$ cat src/sv/mkds_pkg.sv
package mkds_pkg;

   // Matrix geometry.
   localparam int ROWS      = 8;
   localparam int COLUMNS   = 8;
   localparam int CROSSINGS = ROWS * COLUMNS;

   // Fixed field widths.
   localparam int LEVELS_W = 64;
   localparam int SEL_W    = 6;
   localparam int KEY_W    = 3;
   localparam int COUNT_W  = 8;
   localparam int CSR_IDX_W  = 1;
   localparam int CSR_DATA_W = 8;

   // Register indexes of the configuration port.
   localparam logic [CSR_IDX_W-1:0] CSR_ROWS_ACTIVE_LOW = 1'd0;
   localparam logic [CSR_IDX_W-1:0] CSR_DEBOUNCE_LIMIT  = 1'd1;

   // Register reset values.
   localparam logic               ROWS_ACTIVE_LOW_RESET = 1'b1;
   localparam logic [COUNT_W-1:0] DEBOUNCE_LIMIT_RESET  = 8'd5;

endpackage

$ cat src/sv/matrix_keypad_debounce_scanner_top.sv
// Matrix keypad scanner with debounce. One matrix snapshot is taken per cycle on the
// req_ channel while the input side does not stall; each snapshot passes an input register
// and one pass of pick and counter logic, and a confirmed result is then held in the output
// register and offered on the rsp_ channel until it transfers out. A result (column and row) is
// produced only when a key press is confirmed. The input side stalls only while a result
// sits in the output register and the rsp_ side stalls.
// Configuration writes take effect at the next edge and should be made while idle.
module matrix_keypad_debounce_scanner_top
   import mkds_pkg::*;
(
   input  logic                  clock,
   input  logic                  reset,
   input  logic                  req_valid,
   output logic                  req_stall,
   input  logic [LEVELS_W-1:0]   req_crossing_levels,
   output logic                  rsp_valid,
   input  logic                  rsp_stall,
   output logic [KEY_W-1:0]      rsp_key_column,
   output logic [KEY_W-1:0]      rsp_key_row,
   input  logic                  csr_write_enable,
   input  logic [CSR_IDX_W-1:0]  csr_index,
   input  logic [CSR_DATA_W-1:0] csr_write_data
);

   typedef enum logic [1:0] {
      PHASE_IDLE     = 2'd0,
      PHASE_DEBOUNCE = 2'd1,
      PHASE_PRESSED  = 2'd2
   } phase_type;

   logic                 rows_active_low_ff, rows_active_low_in;
   logic [COUNT_W-1:0]   debounce_limit_ff, debounce_limit_in;
   logic                 s1_valid_ff, s1_valid_in;
   logic [LEVELS_W-1:0]  s1_levels_ff, s1_levels_in;
   phase_type            phase_ff, phase_in;
   logic [COUNT_W-1:0]   count_ff, count_in;
   logic [KEY_W-1:0]     held_col_ff, held_col_in;
   logic [KEY_W-1:0]     held_row_ff, held_row_in;
   logic                 rsp_valid_ff, rsp_valid_in;
   logic [KEY_W-1:0]     rsp_col_ff, rsp_col_in;
   logic [KEY_W-1:0]     rsp_row_ff, rsp_row_in;

   logic                 req_accept;
   logic                 advance;
   logic [CROSSINGS-1:0] pressed;
   logic                 pick_found;
   logic [KEY_W-1:0]     pick_col;
   logic [KEY_W-1:0]     pick_row;
   logic [SEL_W-1:0]     held_sel;
   logic                 held_down;
   logic [COUNT_W-1:0]   limit_eff;
   logic [COUNT_W-1:0]   count_up;

   // The staged snapshot moves on when the output register is free or being emptied.
   assign advance    = s1_valid_ff && (!rsp_valid_ff || !rsp_stall);
   assign req_stall  = s1_valid_ff && !advance;
   assign req_accept = req_valid && !req_stall;

   assign rsp_valid      = rsp_valid_ff;
   assign rsp_key_column = rsp_col_ff;
   assign rsp_key_row    = rsp_row_ff;

   // Per-crossing pressed flags after polarity.
   assign pressed = s1_levels_ff[CROSSINGS-1:0] ^ {CROSSINGS{rows_active_low_ff}};

   // Priority pick: lowest column first, then lowest row.
   always_comb begin
      pick_found = 1'b0;
      pick_col   = '0;
      pick_row   = '0;
      for (int c = COLUMNS - 1; c >= 0; c--) begin
         for (int r = ROWS - 1; r >= 0; r--) begin
            if (pressed[c * ROWS + r]) begin
               pick_found = 1'b1;
               pick_col   = KEY_W'(c);
               pick_row   = KEY_W'(r);
            end
         end
      end
   end

   // Level of the latched key.
   assign held_sel  = SEL_W'(int'(held_col_ff) * ROWS + int'(held_row_ff));
   assign held_down = s1_levels_ff[held_sel] ^ rows_active_low_ff;

   assign limit_eff = (debounce_limit_ff == '0) ? COUNT_W'(1) : debounce_limit_ff;
   assign count_up  = (count_ff == '1) ? count_ff : count_ff + COUNT_W'(1);

   // Next state of the scanner and the output register.
   always_comb begin
      rows_active_low_in = rows_active_low_ff;
      debounce_limit_in  = debounce_limit_ff;
      s1_valid_in        = s1_valid_ff;
      s1_levels_in       = s1_levels_ff;
      phase_in           = phase_ff;
      count_in           = count_ff;
      held_col_in        = held_col_ff;
      held_row_in        = held_row_ff;
      rsp_valid_in       = rsp_valid_ff;
      rsp_col_in         = rsp_col_ff;
      rsp_row_in         = rsp_row_ff;

      if (csr_write_enable) begin
         case (csr_index)
            CSR_ROWS_ACTIVE_LOW: rows_active_low_in = csr_write_data[0];
            CSR_DEBOUNCE_LIMIT:  debounce_limit_in  = csr_write_data;
            default: ;
         endcase
      end

      // A result leaves on its transfer.
      if (rsp_valid_ff && !rsp_stall) begin
         rsp_valid_in = 1'b0;
      end

      if (req_accept) begin
         s1_valid_in  = 1'b1;
         s1_levels_in = req_crossing_levels;
      end else if (advance) begin
         s1_valid_in = 1'b0;
      end

      if (advance) begin
         case (phase_ff)
            PHASE_DEBOUNCE, PHASE_PRESSED: begin
               if (!held_down) begin
                  // Release decays the count; at one or below the scanner goes idle.
                  if (count_ff <= COUNT_W'(1)) begin
                     count_in = '0;
                     phase_in = PHASE_IDLE;
                  end else begin
                     count_in = count_ff - COUNT_W'(1);
                  end
               end else if (phase_ff == PHASE_DEBOUNCE) begin
                  count_in = count_up;
                  if (count_up >= limit_eff) begin
                     phase_in     = PHASE_PRESSED;
                     rsp_valid_in = 1'b1;
                     rsp_col_in   = held_col_ff;
                     rsp_row_in   = held_row_ff;
                  end
               end else begin
                  // Held key: count saturates at the limit.
                  count_in = (count_ff < limit_eff) ? count_ff + COUNT_W'(1) : limit_eff;
               end
            end
            default: begin
               phase_in = PHASE_IDLE;
               if (pick_found) begin
                  held_col_in = pick_col;
                  held_row_in = pick_row;
                  count_in    = COUNT_W'(1);
                  phase_in    = PHASE_DEBOUNCE;
               end
            end
         endcase
      end
   end

   always_ff @(posedge clock) begin
      if (reset) begin
         rows_active_low_ff <= ROWS_ACTIVE_LOW_RESET;
         debounce_limit_ff  <= DEBOUNCE_LIMIT_RESET;
         s1_valid_ff        <= 1'b0;
         phase_ff           <= PHASE_IDLE;
         count_ff           <= '0;
         held_col_ff        <= '0;
         held_row_ff        <= '0;
         rsp_valid_ff       <= 1'b0;
      end else begin
         rows_active_low_ff <= rows_active_low_in;
         debounce_limit_ff  <= debounce_limit_in;
         s1_valid_ff        <= s1_valid_in;
         phase_ff           <= phase_in;
         count_ff           <= count_in;
         held_col_ff        <= held_col_in;
         held_row_ff        <= held_row_in;
         rsp_valid_ff       <= rsp_valid_in;
      end
      s1_levels_ff <= s1_levels_in;
      rsp_col_ff   <= rsp_col_in;
      rsp_row_ff   <= rsp_row_in;
   end

endmodule

$ cat config.mk
export PLATFORM = sky130hd
export DESIGN_NAME = matrix_keypad_debounce_scanner_top
export DESIGN_NICKNAME = d
export VERILOG_FILES = /design/src/sv/mkds_pkg.sv /design/src/sv/matrix_keypad_debounce_scanner_top.sv
export SDC_FILE = /design/constraint.sdc
export NUM_CORES = 1
export LEC_CHECK = 0
export BUFFER_PORTS_ARGS = -buffer_cell sky130_fd_sc_hd__clkbuf_2
export CAP_MARGIN = 10
export CORE_ASPECT_RATIO = 1.25
export CORE_MARGIN = 4
export CORE_UTILIZATION = 55
export DETAILED_ROUTE_END_ITERATION = 8
export GPL_TIMING_DRIVEN = 0
export PLACE_DENSITY = 0.82
export SLEW_MARGIN = 20
export SYNTH_ARGS = -nofsm -noshare
export SYNTH_HDL_FRONTEND = slang
export SYNTH_SLANG_ARGS = --single-unit
$ cat constraint.sdc
create_clock -name clock -period 12.1 [get_ports clock]
set_input_delay 1.21 -clock clock [delete_from_list [all_inputs] [get_ports clock]]
set_output_delay 1.21 -clock clock [all_outputs]
set_load 0.01 [all_outputs]
==> results.json <==
{
  "cts_setup_buffers": 0,
  "dr.pass1.iters": 6,
  "cts_tree": "built",
  "rsz0062_at_grt": "no",
  "relSlewSlack_pct": 35.58,
  "numPortBuffers": 85,
  "post_drt_via_cell_ratio": 6.472,
  "power_density_nw_per_um2": 112.8,
  "grt_pass1_vias": 5778,
  "die_width_um": 103.8,
  "cp.depth": 9,
  "outcome": "finished clean",
  "crit_buf_inv": 4,
  "placed_area_um2": 6953,
  "critical_path_arrival_ns": 4.84,
  "ys_types": 64,
  "synth_edf_count": 70,
  "drive_gt1_share_pct": 17.14,
  "worstSetupStartpointType": "register",
  "async_reset_ff_share_pct": 0,
  "overflow": 0,
  "fmax_mhz": 216.1,
  "crit_chain": "clkbuf_1 -> clkbuf_1 -> buf_1 -> clkbuf_1 -> a31oi_1 -> a2111oi_0 -> o221ai_1 -> a31oi_1 -> o21ai_0",
  "dieArea_um2": 13250,
  "hold_path.class": "reg -> reg",
  "p_total_mw": 0.8167,
  "yosysWarnings": 0,
  "syn_avg_cell_area_um2": 9.284,
  "route.vias.total": 5935,
  "drt_iter0_markers": 469,
  "nets": 874,
  "vdd_ir_drop_max_mv": 0.09440,
  "grt_pass1_wl_um": 28720,
  "final_cell_area_um2": 7239,
  "finalSetupViolCount": 0,
  "htreeDepth": 3,
  "critPathMaxFanout": 10,
  "hold_depth": 0,
  "reg2regPathDepth": 9,
  "clockBufferDepth": 2,
  "fin_skew_ns": 0.006736,
  "wl_um": 17980,
  "synth_flop_cell": "edfxtp_1",
  "cpPeakStageDelay_ns": 0.73,
  "placed_cells_incl_taps": 901,
  "core-area_um2": 11140,
  "cts_buffers": 9,
  "ys_seq_area_share_pct": 41.92,
  "crit_type": "reg -> reg",
  "clock_latency_ns": 0.35,
  "ys_ff_latch": 97,
  "wire_per_inst_um": 19.61,
  "root_buffer": "clkbuf_16",
  "synth_fp_nets": 776,
  "antenna_found_initial": 0,
  "critPathTopFamily": "buffers and inverters",
  "maxCapViolations": 0,
  "syn_area_um2": 6304,
  "ant_nets": 0,
  "clock_sinks": 97,
  "io_pins": 86,
  "clk_pin_slew_ns": 0.07,
  "drc": 0,
  "syn_to_final_growth_pct": 14.85,
  "p_leak_nw": 2.799,
  "finalHoldViolCount": 0,
  "crit_path_end_kind": "register",
  "worst_pin_slew_ns": 0.9589,
  "syn_inst": 679,
  "antenna_cells": 0,
  "die_h_um": 127.7,
  "hpwlAfterDp_um": 14050,
  "grt_start_max_net_pins": 32,
  "fin_crit_ns": 4.628,
  "initial_utilization_pct": 56.60,
  "rows": 43,
  "fin_crit_sh_pct": 38.25,
  "grt_use_total_pct": 27.07,
  "critPathMostFrequentCell": "clkbuf_1",
  "cts_hold_buf": 0,
  "crit_slowest_cell": "a2111oi_0",
  "cp_data_required_time_ns": 12.31,
  "drv_slew": 0,
  "fin_setup_tns_ns": 0,
  "n_fill_cell": 924,
  "layoutNonFillerInstCount": 917,
  "cts_resized": 0,
  "gp_congestion": 1.020
}
## cells in the mapped netlist, types with 4 or more instances
cell       number  area share [%]
or4_1           8            0.95
o2111ai_1       5            0.69
mux4_2         14             5.0
nor3_1         44             3.5
nand2_1        77             4.6
nor2_1         46             2.7
a21oi_1        42             3.3
ha_1           19             3.8
a221o_1         8             1.3
edfxtp_1       70              33
and3_1          9            0.89
o21ai_0        27             2.1
dfxtp_1        27             8.6
nor2b_1         7            0.69
or3_1          11             1.1
o31ai_1         4            0.48
or2_2           6            0.60
nand4_1         9            0.89
buf_2           4            0.32
a21o_1          5            0.60
nand2b_1       10            0.99
inv_1          34             2.0
o211ai_1        5            0.60
xor2_1          6            0.83
mux2i_1        21             3.3
xnor2_1         7            0.97
a31oi_1        12             1.2
clkbuf_1       26             1.5
nand3_1        33             2.6
o22ai_1        14             1.4
nor4_1         10            0.99
## final timing paths
| kind | startpoint | endpoint | slack (ns) |
|---|---|---|---|
| worst max-delay path | rows_active_low_ff$_SDFFE_PP1P_ | held_row_ff[0]$_SDFFE_PP0P_ | 7.47 |
| worst min-delay path | held_col_ff[0]$_SDFFE_PP0P_ | rsp_key_column[0]$_DFFE_PP_ | 0.44 |
| worst max register to register | rows_active_low_ff$_SDFFE_PP1P_ | held_row_ff[0]$_SDFFE_PP0P_ | 7.47 |
| worst min register to register | held_col_ff[0]$_SDFFE_PP0P_ | rsp_key_column[0]$_DFFE_PP_ | 0.44 |
## cell usage in the layout, fill, tap and decap left out, drive strengths merged, types with 11 or more instances in the layout
cell and n:
clkbuf 122, nand3 33, a31oi 12, mux4 14, nor2 46, nand2 77, a21oi 42, edfxtp 70
dfxtp 27, ha 19, or3 11, o22ai 14, inv 39, mux2i 21, o21ai 27, nor3 44
## sequential cells by signal, indices dropped and copies added, names as in the netlist
name	flops
held_row_ff	3
rsp_valid	1
phase_ff	2
debounce_limit_ff	8
held_col_ff	3
count_ff	8
rows_active_low_ff	1
s1_valid_ff	1
rsp_key_column	3
rsp_key_row	3
s1_levels_ff	64
## cells by family (layout without fill, tap and decap cells)
logic type	count (synthesis)	in the layout	share of synthesized area, %
adder cells (fa/ha/maj)	19	19	3.771
AND/OR/NAND/NOR	277	277	21.46
XOR/XNOR	14	14	2.064
multiplexers	37	37	8.694
AO/OA/AOI/OAI	167	167	17.90
flip-flops	97	97	41.92
buffers and inverters	68	171	4.188
## layout make-up
class / instances / area (um^2) / share of cell area, %
clock buffers: 11 / 242.7 / 3.353
clock inverters: 5 / 43.79 / 0.6049
repair buffers: 87 / 473.0 / 6.533
plain buffers: 34 / 136.4 / 1.884
multi-input cells: 514 / 3405 / 47.03
well taps: 135 / 168.9 / 2.333
inverters: 34 / 127.6 / 1.763
flip-flops and latches: 97 / 2643 / 36.50
## report_power, final
group	total, mW	switching [mW]	internal, mW
Clock	0.278	0.129	0.149
Sequential	0.411	0.0313	0.379
Combinational	0.128	0.0727	0.0558
Total	0.817	0.233	0.584
## metrics by stage
step	hold slack (ns)	setup WS, ns	util, %
after floorplan	0.4029	7.325	-
after global placement	0.4077	6.349	61.94
after detailed placement	0.4191	7.701	62.43
after CTS	0.4370	7.546	65.00
after global routing	0.4535	7.347	65.00
final	0.4395	7.472	65.00
## layer usage
metal / global-route usage [%] / routed length, um
met5: 0 / 0
met2: 49.38 / 9253
met3: 3.879 / 1207
met4: 12.83 / 826
met1: 31.52 / 6694
(Power assumes the default switching activity.)
